## src/rtl/ibus_frame_receiver_macros.svh

```systemverilog
// assertion macros for the ibus frame receiver
// used by ibus_frame_receiver.sv; expects clk and rst_n in the including scope
`ifndef IBUS_FRAME_RECEIVER_MACROS_SVH
`define IBUS_FRAME_RECEIVER_MACROS_SVH

// implication that must hold in the same cycle
`define IFR_ASSERT_NOW(lbl, ante, cons, msg) \
    lbl: assert property (@(posedge clk) disable iff (!rst_n) (ante) |-> (cons)) \
        else $error(msg);

// implication that must hold in the next cycle
`define IFR_ASSERT_NEXT(lbl, ante, cons, msg) \
    lbl: assert property (@(posedge clk) disable iff (!rst_n) (ante) |=> (cons)) \
        else $error(msg);

`endif

```

## src/rtl/ifr_pkg.sv

```systemverilog
// types and constants of the ibus frame receiver
// no dependencies; used by ibus_frame_receiver.sv
package ifr_pkg;

    // frame geometry
    localparam int NUM_CHANNELS  = 14;
    localparam int PAYLOAD_BYTES = 30;
    localparam int CH_W          = $clog2(NUM_CHANNELS);
    localparam int POS_W         = $clog2(PAYLOAD_BYTES + 1);
    localparam int WIDX_W        = POS_W - 1;

    // header bytes and fixed values
    localparam logic [7:0]  HDR_FIRST     = 8'h20;
    localparam logic [7:0]  HDR_SECOND    = 8'h40;
    localparam logic [15:0] DEFAULT_VALUE = 16'd1500;
    localparam logic [15:0] SUM_INIT      = 16'hFFFF;
    localparam logic [15:0] SILENCE_MAX   = 16'hFFFF;

    // configuration reset values
    localparam logic [15:0] RST_SILENCE_LIMIT = 16'd100;
    localparam logic [15:0] RST_VALUE_LOW     = 16'd950;
    localparam logic [15:0] RST_VALUE_HIGH    = 16'd2050;

    // configuration register indexes
    localparam logic [1:0] CFG_SILENCE_LIMIT = 2'd0;
    localparam logic [1:0] CFG_VALUE_LOW     = 2'd1;
    localparam logic [1:0] CFG_VALUE_HIGH    = 2'd2;

    // input item modes; the remaining code is ignored
    localparam logic [1:0] MODE_BYTE    = 2'd0;
    localparam logic [1:0] MODE_TICK    = 2'd1;
    localparam logic [1:0] MODE_DEFAULT = 2'd2;

    typedef enum logic [1:0] {
        KIND_FRAME    = 2'd0,
        KIND_FAILSAFE = 2'd1,
        KIND_CSUM_ERR = 2'd2,
        KIND_DEF_ANS  = 2'd3
    } kind_t;

    typedef enum logic [1:0] {
        PH_HUNT = 2'd0,
        PH_HDR1 = 2'd1,
        PH_DATA = 2'd2
    } phase_t;

    typedef enum logic [2:0] {
        ST_IDLE   = 3'd0,
        ST_RUN_RD = 3'd1,
        ST_RUN_WR = 3'd2,
        ST_DEF_RD = 3'd3,
        ST_DEF_WR = 3'd4,
        ST_ERR    = 3'd5
    } state_t;

endpackage

```

## src/rtl/ibus_frame_receiver.sv

```systemverilog
// ibus frame receiver: header hunt, checksum check, channel and default stores
// depends on ifr_pkg and ibus_frame_receiver_macros.svh
//
// Usage
//   item channel (item_valid / item_stall): mode selects a received serial byte,
//   a time tick or a channel default write. Only one item is in work at a time;
//   item_stall is high while the sequencer is busy.
//   result channel (result_valid / result_stall): one output register holds the
//   current result; a new item is taken while it waits.
//   cfg channel (cfg_valid / cfg_ready): cfg_ready is always high; write only
//   while the block is idle.
// Result sequences
//   a byte or tick with no result does not stall the item channel.
//   a checksum error passes the error state, then the output register.
//   a default write answer passes a read state (one memory read), a write state, then the register.
//   a good frame or failsafe gives a run of 14 results, each a read, then
//   a modify and write back of the channel store.
// Reset
//   parser hunts for a header, link is dead, all channel values and defaults
//   read as 1500 through per-entry valid bits; no clearing pass.
// Stall
//   while a result waits under result_stall the run holds in place and item_stall stays high.
module ibus_frame_receiver (
    input  logic        clk,
    input  logic        rst_n,
    // item channel
    input  logic        item_valid,
    output logic        item_stall,
    input  logic [1:0]  mode,
    input  logic [7:0]  rx_byte,
    input  logic [3:0]  default_channel,
    input  logic [15:0] default_value,
    // result channel
    output logic        result_valid,
    input  logic        result_stall,
    output logic [1:0]  kind,
    output logic [3:0]  channel_index,
    output logic [15:0] channel_value,
    output logic        accepted,
    output logic        link_alive,
    output logic        last,
    // configuration channel
    input  logic        cfg_valid,
    output logic        cfg_ready,
    input  logic [1:0]  cfg_index,
    input  logic [15:0] cfg_data
);

`include "ibus_frame_receiver_macros.svh"

    localparam int NCH = ifr_pkg::NUM_CHANNELS;
    localparam int CW  = ifr_pkg::CH_W;
    localparam int PW  = ifr_pkg::POS_W;
    localparam int WW  = ifr_pkg::WIDX_W;

    // memories
    logic [15:0] chan_mem  [NCH];
    logic [15:0] def_mem   [NCH];
    logic [15:0] frame_mem [NCH];

    // control registers
    ifr_pkg::state_t state_reg, state_next;
    ifr_pkg::phase_t phase_reg, phase_next;
    logic [PW-1:0]   pos_reg, pos_next;
    logic [15:0]     sum_reg, sum_next;
    logic            alive_reg, alive_next;
    logic [15:0]     silence_reg, silence_next;
    logic [CW-1:0]   idx_reg, idx_next;
    logic            fs_reg, fs_next;
    logic            out_vld_reg, out_vld_next;
    logic [NCH-1:0]  chan_vld_reg, chan_vld_next;
    logic [NCH-1:0]  def_vld_reg, def_vld_next;
    logic [15:0]     silence_limit_reg, silence_limit_next;
    logic [15:0]     value_low_reg, value_low_next;
    logic [15:0]     value_high_reg, value_high_next;

    // payload registers
    logic [7:0]      byte_lo_reg, byte_lo_next;
    logic [3:0]      def_ch_reg, def_ch_next;
    logic            def_ok_reg, def_ok_next;
    ifr_pkg::kind_t  kind_reg, kind_next;
    logic [3:0]      index_reg, index_next;
    logic [15:0]     value_reg, value_next;
    logic            acc_reg, acc_next;
    logic            alive_out_reg, alive_out_next;
    logic            last_reg, last_next;
    logic [15:0]     chan_q_reg, def_q_reg, frame_q_reg;
    logic            chan_qv_reg, def_qv_reg;

    // memory strobes
    logic            rd_en;
    logic [CW-1:0]   rd_addr;
    logic            chan_we;
    logic [15:0]     chan_wdata;
    logic            def_we;
    logic [CW-1:0]   def_waddr;
    logic            frame_we;
    logic [CW-1:0]   frame_waddr;

    // helper terms
    logic            item_acc;
    logic            out_free;
    logic [15:0]     chan_rd;
    logic [15:0]     def_rd;
    logic            frame_ok;
    logic [15:0]     new_value;
    logic [WW-1:0]   word_idx;
    logic [15:0]     silence_inc;
    logic            def_in_lim;

    assign item_stall = (state_reg != ifr_pkg::ST_IDLE);
    assign item_acc   = item_valid && !item_stall;
    assign out_free   = !out_vld_reg || !result_stall;
    assign cfg_ready  = 1'b1;

    assign result_valid  = out_vld_reg;
    assign kind          = kind_reg;
    assign channel_index = index_reg;
    assign channel_value = value_reg;
    assign accepted      = acc_reg;
    assign link_alive    = alive_out_reg;
    assign last          = last_reg;

    // read data with reset values for never-written entries
    assign chan_rd = chan_qv_reg ? chan_q_reg : ifr_pkg::DEFAULT_VALUE;
    assign def_rd  = def_qv_reg ? def_q_reg : ifr_pkg::DEFAULT_VALUE;

    // frame word update rule for the current run index
    assign frame_ok = (frame_q_reg >= value_low_reg) && (frame_q_reg <= value_high_reg)
                      && (32'(idx_reg) < (ifr_pkg::PAYLOAD_BYTES - 2) / 2);
    assign new_value = fs_reg ? def_rd : (frame_ok ? frame_q_reg : chan_rd);

    assign word_idx    = pos_reg[PW-1:1];
    assign silence_inc = (silence_reg != ifr_pkg::SILENCE_MAX) ? silence_reg + 16'd1
                                                               : silence_reg;
    assign def_in_lim  = (default_value >= value_low_reg) && (default_value <= value_high_reg);

    // next state, datapath and memory strobes
    always_comb
    begin
        state_next         = state_reg;
        phase_next         = phase_reg;
        pos_next           = pos_reg;
        sum_next           = sum_reg;
        alive_next         = alive_reg;
        silence_next       = silence_reg;
        idx_next           = idx_reg;
        fs_next            = fs_reg;
        chan_vld_next      = chan_vld_reg;
        def_vld_next       = def_vld_reg;
        silence_limit_next = silence_limit_reg;
        value_low_next     = value_low_reg;
        value_high_next    = value_high_reg;
        byte_lo_next       = byte_lo_reg;
        def_ch_next        = def_ch_reg;
        def_ok_next        = def_ok_reg;
        kind_next          = kind_reg;
        index_next         = index_reg;
        value_next         = value_reg;
        acc_next           = acc_reg;
        alive_out_next     = alive_out_reg;
        last_next          = last_reg;
        out_vld_next       = out_vld_reg && result_stall;
        rd_en              = 1'b0;
        rd_addr            = idx_reg;
        chan_we            = 1'b0;
        chan_wdata         = new_value;
        def_we             = 1'b0;
        def_waddr          = CW'(default_channel);
        frame_we           = 1'b0;
        frame_waddr        = CW'(word_idx);

        // configuration writes
        if (cfg_valid)
        begin
            unique case (cfg_index)
                ifr_pkg::CFG_SILENCE_LIMIT: silence_limit_next = cfg_data;
                ifr_pkg::CFG_VALUE_LOW:     value_low_next     = cfg_data;
                ifr_pkg::CFG_VALUE_HIGH:    value_high_next    = cfg_data;
                default:                    ;
            endcase
        end

        unique case (state_reg)
            ifr_pkg::ST_IDLE:
            begin
                if (item_acc)
                begin
                    unique case (mode)
                        ifr_pkg::MODE_BYTE:
                        begin
                            silence_next = '0;
                            unique case (phase_reg)
                                ifr_pkg::PH_HUNT:
                                begin
                                    if (rx_byte == ifr_pkg::HDR_FIRST)
                                    begin
                                        sum_next   = ifr_pkg::SUM_INIT
                                                     - {8'd0, ifr_pkg::HDR_FIRST};
                                        phase_next = ifr_pkg::PH_HDR1;
                                    end
                                end
                                ifr_pkg::PH_HDR1:
                                begin
                                    if (rx_byte == ifr_pkg::HDR_SECOND)
                                    begin
                                        sum_next   = sum_reg - {8'd0, rx_byte};
                                        phase_next = ifr_pkg::PH_DATA;
                                        pos_next   = '0;
                                        alive_next = 1'b1;
                                    end
                                    else if (rx_byte == ifr_pkg::HDR_FIRST)
                                    begin
                                        sum_next = ifr_pkg::SUM_INIT
                                                   - {8'd0, ifr_pkg::HDR_FIRST};
                                    end
                                    else
                                    begin
                                        phase_next = ifr_pkg::PH_HUNT;
                                    end
                                end
                                ifr_pkg::PH_DATA:
                                begin
                                    alive_next = 1'b1;
                                    // low byte held, word written on the high byte
                                    if (!pos_reg[0])
                                    begin
                                        byte_lo_next = rx_byte;
                                    end
                                    else if (word_idx < WW'(NCH)
                                             && pos_reg < PW'(ifr_pkg::PAYLOAD_BYTES - 2))
                                    begin
                                        frame_we = 1'b1;
                                    end
                                    if (pos_reg < PW'(ifr_pkg::PAYLOAD_BYTES - 2))
                                    begin
                                        sum_next = sum_reg - {8'd0, rx_byte};
                                    end
                                    // end of frame: check the checksum word
                                    if (pos_reg == PW'(ifr_pkg::PAYLOAD_BYTES - 1))
                                    begin
                                        pos_next   = '0;
                                        phase_next = ifr_pkg::PH_HUNT;
                                        if ({rx_byte, byte_lo_reg} != sum_reg)
                                        begin
                                            state_next = ifr_pkg::ST_ERR;
                                        end
                                        else
                                        begin
                                            idx_next   = '0;
                                            fs_next    = 1'b0;
                                            state_next = ifr_pkg::ST_RUN_RD;
                                        end
                                    end
                                    else
                                    begin
                                        pos_next = pos_reg + PW'(1);
                                    end
                                end
                                default:
                                begin
                                    phase_next = ifr_pkg::PH_HUNT;
                                    pos_next   = '0;
                                end
                            endcase
                        end
                        ifr_pkg::MODE_TICK:
                        begin
                            silence_next = silence_inc;
                            // failsafe only on the tick that crosses the limit
                            if (silence_reg <= silence_limit_reg
                                && silence_inc > silence_limit_reg)
                            begin
                                alive_next = 1'b0;
                                idx_next   = '0;
                                fs_next    = 1'b1;
                                state_next = ifr_pkg::ST_RUN_RD;
                            end
                        end
                        ifr_pkg::MODE_DEFAULT:
                        begin
                            def_ch_next = default_channel;
                            def_ok_next = 1'b0;
                            if (default_channel != 4'd0 && default_channel < 4'(NCH)
                                && def_in_lim)
                            begin
                                def_we                 = 1'b1;
                                def_vld_next[def_waddr] = 1'b1;
                                def_ok_next            = 1'b1;
                            end
                            state_next = ifr_pkg::ST_DEF_RD;
                        end
                        default: ;
                    endcase
                end
            end
            ifr_pkg::ST_RUN_RD:
            begin
                rd_en      = 1'b1;
                state_next = ifr_pkg::ST_RUN_WR;
            end
            ifr_pkg::ST_RUN_WR:
            begin
                // modify and write back once the output register is free
                if (out_free)
                begin
                    chan_we                = 1'b1;
                    chan_vld_next[idx_reg] = 1'b1;
                    out_vld_next           = 1'b1;
                    kind_next              = fs_reg ? ifr_pkg::KIND_FAILSAFE
                                                    : ifr_pkg::KIND_FRAME;
                    index_next             = 4'(idx_reg);
                    value_next             = new_value;
                    acc_next               = 1'b0;
                    alive_out_next         = alive_reg;
                    last_next              = (idx_reg == CW'(NCH - 1));
                    if (idx_reg == CW'(NCH - 1))
                    begin
                        state_next = ifr_pkg::ST_IDLE;
                    end
                    else
                    begin
                        idx_next   = idx_reg + CW'(1);
                        state_next = ifr_pkg::ST_RUN_RD;
                    end
                end
            end
            ifr_pkg::ST_DEF_RD:
            begin
                rd_addr    = CW'(def_ch_reg);
                rd_en      = (def_ch_reg < 4'(NCH));
                state_next = ifr_pkg::ST_DEF_WR;
            end
            ifr_pkg::ST_DEF_WR:
            begin
                if (out_free)
                begin
                    out_vld_next   = 1'b1;
                    kind_next      = ifr_pkg::KIND_DEF_ANS;
                    index_next     = def_ch_reg;
                    value_next     = (def_ch_reg < 4'(NCH)) ? def_rd : 16'd0;
                    acc_next       = def_ok_reg;
                    alive_out_next = alive_reg;
                    last_next      = 1'b1;
                    state_next     = ifr_pkg::ST_IDLE;
                end
            end
            ifr_pkg::ST_ERR:
            begin
                if (out_free)
                begin
                    out_vld_next   = 1'b1;
                    kind_next      = ifr_pkg::KIND_CSUM_ERR;
                    index_next     = 4'd0;
                    value_next     = 16'd0;
                    acc_next       = 1'b0;
                    alive_out_next = alive_reg;
                    last_next      = 1'b1;
                    state_next     = ifr_pkg::ST_IDLE;
                end
            end
            default:
            begin
                state_next = ifr_pkg::ST_IDLE;
            end
        endcase
    end

    // control state
    always_ff @(posedge clk or negedge rst_n)
    begin
        if (!rst_n)
        begin
            state_reg         <= ifr_pkg::ST_IDLE;
            phase_reg         <= ifr_pkg::PH_HUNT;
            pos_reg           <= '0;
            sum_reg           <= ifr_pkg::SUM_INIT;
            alive_reg         <= 1'b0;
            silence_reg       <= '0;
            idx_reg           <= '0;
            fs_reg            <= 1'b0;
            out_vld_reg       <= 1'b0;
            chan_vld_reg      <= '0;
            def_vld_reg       <= '0;
            silence_limit_reg <= ifr_pkg::RST_SILENCE_LIMIT;
            value_low_reg     <= ifr_pkg::RST_VALUE_LOW;
            value_high_reg    <= ifr_pkg::RST_VALUE_HIGH;
        end
        else
        begin
            state_reg         <= state_next;
            phase_reg         <= phase_next;
            pos_reg           <= pos_next;
            sum_reg           <= sum_next;
            alive_reg         <= alive_next;
            silence_reg       <= silence_next;
            idx_reg           <= idx_next;
            fs_reg            <= fs_next;
            out_vld_reg       <= out_vld_next;
            chan_vld_reg      <= chan_vld_next;
            def_vld_reg       <= def_vld_next;
            silence_limit_reg <= silence_limit_next;
            value_low_reg     <= value_low_next;
            value_high_reg    <= value_high_next;
        end
    end

    // payload registers
    always_ff @(posedge clk)
    begin
        byte_lo_reg   <= byte_lo_next;
        def_ch_reg    <= def_ch_next;
        def_ok_reg    <= def_ok_next;
        kind_reg      <= kind_next;
        index_reg     <= index_next;
        value_reg     <= value_next;
        acc_reg       <= acc_next;
        alive_out_reg <= alive_out_next;
        last_reg      <= last_next;
    end

    // memories: one registered read port, one write port each
    always_ff @(posedge clk)
    begin
        if (rd_en)
        begin
            chan_q_reg  <= chan_mem[rd_addr];
            def_q_reg   <= def_mem[rd_addr];
            frame_q_reg <= frame_mem[rd_addr];
            chan_qv_reg <= chan_vld_reg[rd_addr];
            def_qv_reg  <= def_vld_reg[rd_addr];
        end
        if (chan_we)
        begin
            chan_mem[idx_reg] <= chan_wdata;
        end
        if (def_we)
        begin
            def_mem[def_waddr] <= default_value;
        end
        if (frame_we)
        begin
            frame_mem[frame_waddr] <= {rx_byte, byte_lo_reg};
        end
    end

    // checks
    `IFR_ASSERT_NOW(a_frame_alive,
        result_valid && kind == ifr_pkg::KIND_FRAME, link_alive,
        "frame run reported with link down")
    `IFR_ASSERT_NOW(a_failsafe_dead,
        result_valid && kind == ifr_pkg::KIND_FAILSAFE, !link_alive,
        "failsafe run reported with link alive")
    `IFR_ASSERT_NOW(a_accept_kind,
        result_valid && accepted, kind == ifr_pkg::KIND_DEF_ANS,
        "accepted flag outside a default answer")
    `IFR_ASSERT_NOW(a_err_fields,
        result_valid && kind == ifr_pkg::KIND_CSUM_ERR, last && channel_value == 16'd0,
        "checksum error result malformed")
    `IFR_ASSERT_NEXT(a_run_step,
        state_reg == ifr_pkg::ST_RUN_RD, state_reg == ifr_pkg::ST_RUN_WR,
        "run read not followed by write back")

endmodule
```

## config.mk

```make
export PLATFORM = sky130hd
export DESIGN_NAME = ibus_frame_receiver
export DESIGN_NICKNAME = d
export VERILOG_FILES = /design/src/rtl/ifr_pkg.sv /design/src/rtl/ibus_frame_receiver.sv
export VERILOG_INCLUDE_DIRS = /design/src /design/src/rtl
export SDC_FILE = /design/constraint.sdc
export NUM_CORES = 1
export LEC_CHECK = 0
export BUFFER_PORTS_ARGS = -buffer_cell sky130_fd_sc_hd__buf_2
export CAP_MARGIN = 40
export CORE_MARGIN = 5
export CORE_UTILIZATION = 35
export CTS_CLUSTER_DIAMETER = 40
export DETAILED_ROUTE_END_ITERATION = 10
export SETUP_SLACK_MARGIN = 0.05
export SLEW_MARGIN = 20
export SYNTH_ARGS = -nofsm -noshare
export SYNTH_HDL_FRONTEND = slang
export SYNTH_SLANG_ARGS = --single-unit
```

## constraint.sdc

```tcl
create_clock -name clk -period 8.74 [get_ports clk]
set_input_delay 0.874 -clock clk [delete_from_list [all_inputs] [get_ports clk]]
set_output_delay 0.874 -clock clk [all_outputs]
set_load 0.05 [all_outputs]
```

==> metrics.yaml, run 1 <==
synth:
  synth_edf_count: 760
  avgSynthCellArea_um2: 17.5
  synth_top_family_by_area: "multiplexers"
  yosys_warnings: 0
  synth.mux.area_fraction: 0.153
  synthArstFlopShare: 0.141
  synth_cell_type_count: 74
  synthCells: 2162
  yosysSeqAreaShare: 0.685
  synth_compound_area_frac: 0.0459
  ys.flop_type: "edfxtp_1"
  synth-xor-area-share: 0.00693
  syn_area_um2: 37900
  synthAdderAreaFrac: 0.0398
  ys_seq_elements: 885
  yosys.area_share.simple: 0.0486
global_routing:
  grt_pass1_wl_um: 141000
  grt_max_degree: 152
  grt_antenna_before_repair: 4
  grt_pass1_vias: 21512
  overflow: 0
  track_usage: 0.162
setup_path:
  reg2reg_depth: 16
  crit_buf_inv: 0
  crit_path_start_kind: "flip-flop"
  critPathTopFamily: "simple AND/OR/NAND/NOR gates"
  cp_max_fo: 10
  reg2reg_slack_ns: 4.17
  worstPathRequired_ns: 9.32
  max_stage_delay_ns: 0.67
  r2r-end: "state_reg[2]$_DFFE_PN0P_"
  path_cells: "and4_1, nand3_1, nor4_2, and2_1, nor2_1, nand3_1, xnor2_1, ha_1, nand4_1, nor3_1, a21boi_0, or4b_2, o2111ai_1, nand2_1, o211ai_1, mux2_2"
  endpoint_kind: "flip-flop"
  slowest_stage: "or4b_2"
  cp.arrival_ns: 5.15
  reg2reg_from: "silence_reg[7]$_DFFE_PN0P_"
  crit_type: "reg2reg"
  cp_common_cell: "nand3_1"
  cp-startpoint: "silence_reg[7]$_DFFE_PN0P_"
flow_run:
  drv_cap: 0
power_and_ir_drop:
  p_int_w: 0.00940
  design_power_total_w: 0.0136
  seqPwrFrac: 0.409
  combPwrFrac: 0.238
  switching_share: 0.307
  clkPwrFrac: 0.353
  p_sw_w: 0.00417
  leakage_nw: 16.1
  p_per_area_nw_per_um2: 304
  vdd_drop_max_v: 0.000202
die:
  die_h_um: 339
  io_pins: 81
  core_area_um2: 107000
  initial_core_util: 0.353
  fp-row-count: 120
  dieArea_um2: 115000
  die_w_um: 339
sta:
  rsz0062_at_grt: "false"
  clock_skew_ns: 0.0254
  finalMaxSlewViolations: 0
  max_slew.worst_pin.slew_ns: 0.995
  setup_viol: 0
  fmax_mhz: 219
  fin_ws_ns: 4.17
  slew_headroom: 0.337
  setup_tns_ns: 0
  hold_viol: 0
  fin_crit_sh: 0.523
  min_period_ns: 4.57
drt:
  routed_via_density: 5.39
  routed_wl_um: 94200
  route.antenna.remaining_nets: 0
  routedWlPerCell_um: 24.3
  first_pass_iters: 7
  vias: 20849
  drc: 0
  drtIter0Drc: 1967
placed_design:
  place_hpwl_um: 58900
  dp_slack_ns: 3.72
  gp_congestion: 0.855
  numPortBuffers: 79
final_layout:
  post-route-util: 0.416
  top_regs: "chan_mem x224, def_mem x224, frame_mem x224"
  fillers: 9391
  area_delta_synth_final_pct: 17.6
  fin_nets: 2537
  drive_gt1_frac: 0.279
min_path:
  worst_hold_path_type: "in2async"
cts:
  root_buffer: "clkbuf_16"
  clock_sinks: 885
  cts_tree: "built"
  cts_buffers: 116
  clk-insertion-delay-late_ns: 0.70
  cts_setup_buffers: 0
  cts_resized: 0
  clkTransAtPathRegs_ns: 0.06
  htreeDepth: 3
  cts_hold_buf: 0
  cts.path.max_buffers: 3
run_status:
  outcome: "finished, final reports clean"
==> per-layer routing <==
metal / wire (µm) / track usage / part of all wire
met4: 2090 / 0.0460 / 0.022
met2: 46400 / 0.269 / 0.49
met5: 0 / 0 / 0
met1: 40400 / 0.220 / 0.43
met3: 5280 / 0.0281 / 0.056
==> synthesized netlist by cell type (8+ instances only) <==
cell type / instances / area [µm²]
dfstp_2: 28 / 736
nand3_1: 32 / 160
dfrtp_1: 97 / 2430
o21ai_0: 75 / 375
buf_2: 25 / 125
clkbuf_1: 46 / 173
o22ai_1: 20 / 125
nor4_1: 16 / 100
or2_2: 18 / 113
buf_4: 11 / 82.6
nor3_1: 22 / 110
a21o_1: 12 / 90.1
mux2_2: 43 / 484
nand2_1: 90 / 338
a32o_1: 10 / 100
edfxtp_1: 760 / 22800
mux4_2: 198 / 4460
nor2b_1: 13 / 81.3
mux2i_1: 32 / 320
mux2_1: 48 / 541
ha_1: 119 / 1490
and2_1: 18 / 113
nand4_1: 24 / 150
xor2_1: 23 / 201
inv_1: 79 / 297
a21oi_1: 57 / 285
a211oi_1: 8 / 60.1
o211ai_1: 8 / 60.1
nand2b_1: 18 / 113
nor2_1: 83 / 312
a41o_1: 14 / 140
==> logic make-up after synthesis <==
| family | Yosys count |
|---|---|
| buffers and inverters | 172 |
| and+or+nand+nor | 367 |
| AOI/OAI and AO/OA | 265 |
| other | 2 |
| xor gates and xnor gates | 30 |
| adders and majority gates | 120 |
| DFF | 885 |
| muxes | 321 |
==> cell type report <==
| class | count | area (µm²) | share of cell area |
|---|---|---|---|
| Clock buffer | 126 | 2960 | 0.0664 |
| Multi-Input combinational cell | 1120 | 11400 | 0.256 |
| Tap cell | 1403 | 1760 | 0.0394 |
| Antenna cell | 2 | 5.00 | 0.000112 |
| Clock inverter | 92 | 1050 | 0.0236 |
| Inverter | 82 | 308 | 0.00690 |
| Sequential cell | 885 | 26000 | 0.583 |
| Timing Repair Buffer | 159 | 1100 | 0.0247 |
==> power by group through the flow <==
stage / clock [W] / combinational (W) / sequential, W
floorplan: 0 / 0.00209 / 0.00567
global placement: 0 / 0.00310 / 0.00564
detailed placement: 0 / 0.00321 / 0.00564
CTS: 0.00489 / 0.00323 / 0.00556
global route: 0.00508 / 0.00349 / 0.00558
finish: 0.00479 / 0.00323 / 0.00555
==> cells in the final DEF, fill, tap and decap left out, types with 48 or more instances in the layout <==
cell,instances
o21ai_0,74
inv_1,79
nand2_1,90
buf_2,84
mux4_2,198
dfrtp_1,96
nor2_1,72
edfxtp_1,760
ha_1,119
clkbuf_16,117
buf_4,55
mux2_1,48
a21oi_1,56
==> worst max path at each step <==
stage,endpoint,slack (ns),cells after the start
3_3_place_gp,def_mem[3][2]$_DFFE_PP_,3.77,12
5_1_grt,idx_reg[3]$_DFFE_PN0P_,3.90,16
6_report,state_reg[2]$_DFFE_PN0P_,4.17,16
3_5_place_dp,def_mem[3][2]$_DFFE_PP_,3.72,12
4_1_cts,state_reg[2]$_DFFE_PN0P_,4.23,16
2_1_floorplan,def_mem[10][0]$_DFFE_PP_,4.20,10
==> metrics by stage <==
step / instances / cell area [µm²] / hold slack, ns
3_5_place_dp: 3636 / 40400 / 0.380
6_report: 3869 / 44600 / 0.130
5_1_grt: 3867 / 44600 / 0.138
4_1_cts: 3854 / 44500 / 0.0965
3_3_place_gp: 3624 / 40300 / 0.367
2_1_floorplan: 2177 / 38000 / 0.419
Power figures use the tool's default switching activity.
==> run 2, diff against run 1 <==
--- a/config.mk
+++ b/config.mk
@@ -6,6 +6,7 @@
 export SDC_FILE = /design/constraint.sdc
 export NUM_CORES = 1
 export LEC_CHECK = 0
+export ABC_AREA = 1
 export BUFFER_PORTS_ARGS = -buffer_cell sky130_fd_sc_hd__buf_2
 export CAP_MARGIN = 40
 export CORE_MARGIN = 5
==> constraint.sdc (replaced) <==
create_clock -name clk -period 4.65 [get_ports clk]
set_input_delay 0.465 -clock clk [delete_from_list [all_inputs] [get_ports clk]]
set_output_delay 0.465 -clock clk [all_outputs]
set_load 0.05 [all_outputs]
==> metrics.yaml, run 2 <==
min_path:
  worst_hold_path_type: "in2reg"
  whs_path_depth: 1
final_layout:
  fillers: 10330  # +10%
  fin_nets: 3799  # +50%
  n_antenna_cell: 0  # -2
  multiInputGateArea_um2: 11400  # -0.20%
  layout.cells.non_filler: 5213  # +35%
  top_regs: "chan_mem x224, def_mem x224, frame_mem x224"
  area_delta_synth_final_pct: 16.8
  layout_commonest_cell: "edfxtp_1"
  layout_common_cells: "edfxtp_1 (760), nor2_1 (501), o21ai_0 (481), nand2_1 (459), inv_1 (245)"
  drive_gt1_frac: 0.114  # -0.165
  final-seq-area_um2: 26000  # about the same
sta:
  slew_headroom: 0.421  # +0.0842
  holdWs_ns: 0.0593  # -0.0703 ns
  fmax_mhz: 273  # +25%
  rsz0062_at_grt: "false"
  hold_viol: 0  # unchanged
  min_period_ns: 3.66  # -0.905 ns
  setup_tns_ns: 0  # unchanged
  fin_crit_sh: 0.788  # +0.265
  setup_viol: 0  # unchanged
  clock_skew_ns: 0.0359  # +0.0105 ns
  finalMaxSlewViolations: 0  # unchanged
  max_slew.worst_pin.slew_ns: 0.869  # -0.126 ns
die:
  die_w_um: 344  # +1.4%
  initial_core_util: 0.353  # -0.000555
  fp-row-count: 122  # +1.7%
  io_pins: 81  # unchanged
  die_h_um: 344  # +1.4%
  dieArea_um2: 118000  # +2.8%
  core_area_um2: 111000  # +3.1%
placed_design:
  numPortBuffers: 79  # unchanged
  place_inst: 4983  # +37%
  gp_congestion: 0.880  # +2.9%
  place_hpwl_um: 63900  # +8.5%
global_routing:
  grt_pass1_vias: 26215  # +22%
  grt_max_degree: 159  # +4.6%
  overflow: 0  # unchanged
  grt_pass1_wl_um: 162000  # +15%
  grt_antenna_before_repair: 4  # unchanged
  track_usage: 0.179  # +0.0172
cts:
  clkTransAtPathRegs_ns: 0.06  # about the same
  cts_tree: "built"
  cts.path.max_buffers: 3  # unchanged
  cts_buffers: 115  # -0.86%
  htreeDepth: 3  # unchanged
  clk-insertion-delay-late_ns: 0.70  # about the same
  clock_sinks: 885  # unchanged
  root_buffer: "clkbuf_16"
drt:
  vias: 27139  # +30%
  drc: 0  # unchanged
  first_pass_iters: 6  # -1
  routed_via_density: 5.21  # -3.4%
  routedWlPerCell_um: 20.5  # -16%
  routed_wl_um: 107000  # +14%
  route.antenna.remaining_nets: 0  # unchanged
  drtIter0Drc: 2715  # +38%
synth:
  synth_top_area_frac: 0.585  # -0.0171
  syn_area_um2: 39000  # +2.9%
  synthCells: 3508  # +62%
  synth_compound_area_frac: 0.120  # +0.0746
  ys_seq_elements: 885  # unchanged
  yosys_warnings: 0  # unchanged
  yosys.area_share.simple: 0.122  # +0.0738
  avgSynthCellArea_um2: 11.1  # -37%
  synth.mux.area_fraction: 0  # -0.153
  synth_top_family_by_area: "simple AND/OR/NAND/NOR gates"
  synth_edf_count: 760  # unchanged
  ys_top_cells_by_count: "edfxtp_1 (760), nor2_1 (517), o21ai_0 (482)"
  synth_area_leaders: "edfxtp_1 (58%), dfrtp_1 (6.2%), o21ai_0 (6.2%), nor2_1 (5.0%), nand2_1 (4.4%)"
  ys.flop_type: "edfxtp_1"
  yosysSeqAreaShare: 0.666  # -0.0195
  synthAdderAreaFrac: 0.0387  # -0.00113
  synth-xor-area-share: 0.00628  # -0.000646
  yosysTopAreaCell: "edfxtp_1"
  yosysMostFrequentCell: "edfxtp_1"
  synthArstFlopShare: 0.141  # unchanged
  synth_cell_type_count: 51  # -31%
setup_path:
  crit_cells: 21  # +5
  worstPathRequired_ns: 5.22  # -4.10 ns
  critPathTopFamily: "simple AND/OR/NAND/NOR gates"
  max_stage_delay_ns: 0.42  # -0.25 ns
  reg2reg_depth: 21  # +5
  slowest_stage: "dfrtp_1"
  crit_type: "reg2reg"
  crit_path_start_kind: "flip-flop"
  reg2reg_slack_ns: 0.99  # -3.18 ns
  cp_max_fo: 11  # +1
  cp.arrival_ns: 4.24  # -0.91 ns
  path_cells: "ha_1, nand2_1, nor2_1, nand2_1, inv_1, nand4_1, inv_1, nor2_1, xor2_1, inv_1, ha_1, nand2_1, o21bai_1, a21oi_1, nor2_1, a21oi_1, nand2_1, nand3_1, nand3_1, nand2_1, nand2_1"
  cp_common_cell: "nand2_1"
  endpoint_kind: "flip-flop"
  crit_buf_inv: 3  # +3
power_and_ir_drop:
  design_power_total_w: 0.0280  # +110%
  p_per_area_nw_per_um2: 613  # +100%
  leakage_nw: 17.0  # +5.9%
  vdd_drop_max_v: 0.000349  # +73%
run_status:
  outcome: "finished, final reports clean"
flow_run:
  drv_cap: 0  # unchanged
[run 2: cell count changes after synthesis, sizes merged, moves of 19 or more]
cell / previous run / this run
o21ai: 78 / 583
nor2: 83 / 521
nand2: 90 / 461
mux4: 198 / 0
inv: 80 / 252
o22ai: 20 / 146
mux2: 91 / 0
nand3: 32 / 107
clkbuf: 46 / 98
buf: 44 / 76
mux2i: 32 / 0
a21oi: 57 / 85
nand4: 24 / 43
[run 2: cell families (layout without fill, tap and decap cells)]
logic type / after synthesis / in the layout
and+or+nand+nor: 1173 / 1173
DFF: 885 / 885
AOI/OAI and AO/OA: 869 / 869
buffers and inverters: 431 / 633
adders and majority gates: 120 / 120
xor gates and xnor gates: 28 / 28
other: 2 / 17
[run 2: what timing repair did]
item,in CTS,in global routing
resized for setup,0,0
hold buffers,1,0
setup buffers,0,0
endpoints found under the hold margin,57,0
[run 2: final timing paths]
kind | from | end
setup / recovery | silence_reg[1]$_DFFE_PN0P_ | idx_reg[1]$_DFFE_PN0P_
hold / removal | default_channel[3] | def_ch_reg[3]$_DFFE_PP_
setup reg to reg | silence_reg[1]$_DFFE_PN0P_ | idx_reg[1]$_DFFE_PN0P_
hold reg to reg | def_vld_reg[0]$_DFFE_PN0P_ | def_vld_reg[0]$_DFFE_PN0P_
max in group asynchronous | rst_n | value_low_reg[9]$_DFFE_PN1P_
min in group asynchronous | rst_n | silence_reg[6]$_DFFE_PN0P_
[run 2: worst register-to-register path, delay by kind of cell (launching register included)]
family | cells | cell delay, ns
AOI/OAI and AO/OA | 3 | 0.41
xor gates and xnor gates | 1 | 0.18
adders and majority gates | 2 | 0.49
buffers and inverters | 3 | 0.36
DFF | 1 | 0.42
and+or+nand+nor | 12 | 1.68
[run 2: area by class of cell]
cell class / count / area share
tap: 1488 / 0.0408
multi-input combinational: 2207 / 0.251
clock inverter: 83 / 0.0211
inverter: 257 / 0.0215
clock buffer: 133 / 0.0658
sequential: 885 / 0.570
timing repair buffer: 160 / 0.0302
[run 2: metal layers]
metal  vias to the layer above  track usage  wire length [µm]
li1                      12700            -                 -
met1                     13307        0.249             46300
met2                       952        0.289             50200
met3                       178       0.0294              7440
met4                         2       0.0550              2930
met5                         -            0                11
[run 2: per-stage QoR]
step	setup WS [ns]	area, µm²	util
after floorplan	1.59	39100	-
after global placement	1.09	41200	0.372
after detailed placement	1.07	41300	0.373
after CTS	1.02	45300	0.409
after global routing	0.619	45600	0.412
final	0.985	45600	0.412
[run 2: power by group]
part           switching [W]  leakage, nW  total [W]  internal, W
sequential          0.000630         8.31     0.0109       0.0103
combinational        0.00574         6.78    0.00798      0.00225
clock                0.00355         1.91    0.00903      0.00548
total                0.00992         17.0     0.0280       0.0180
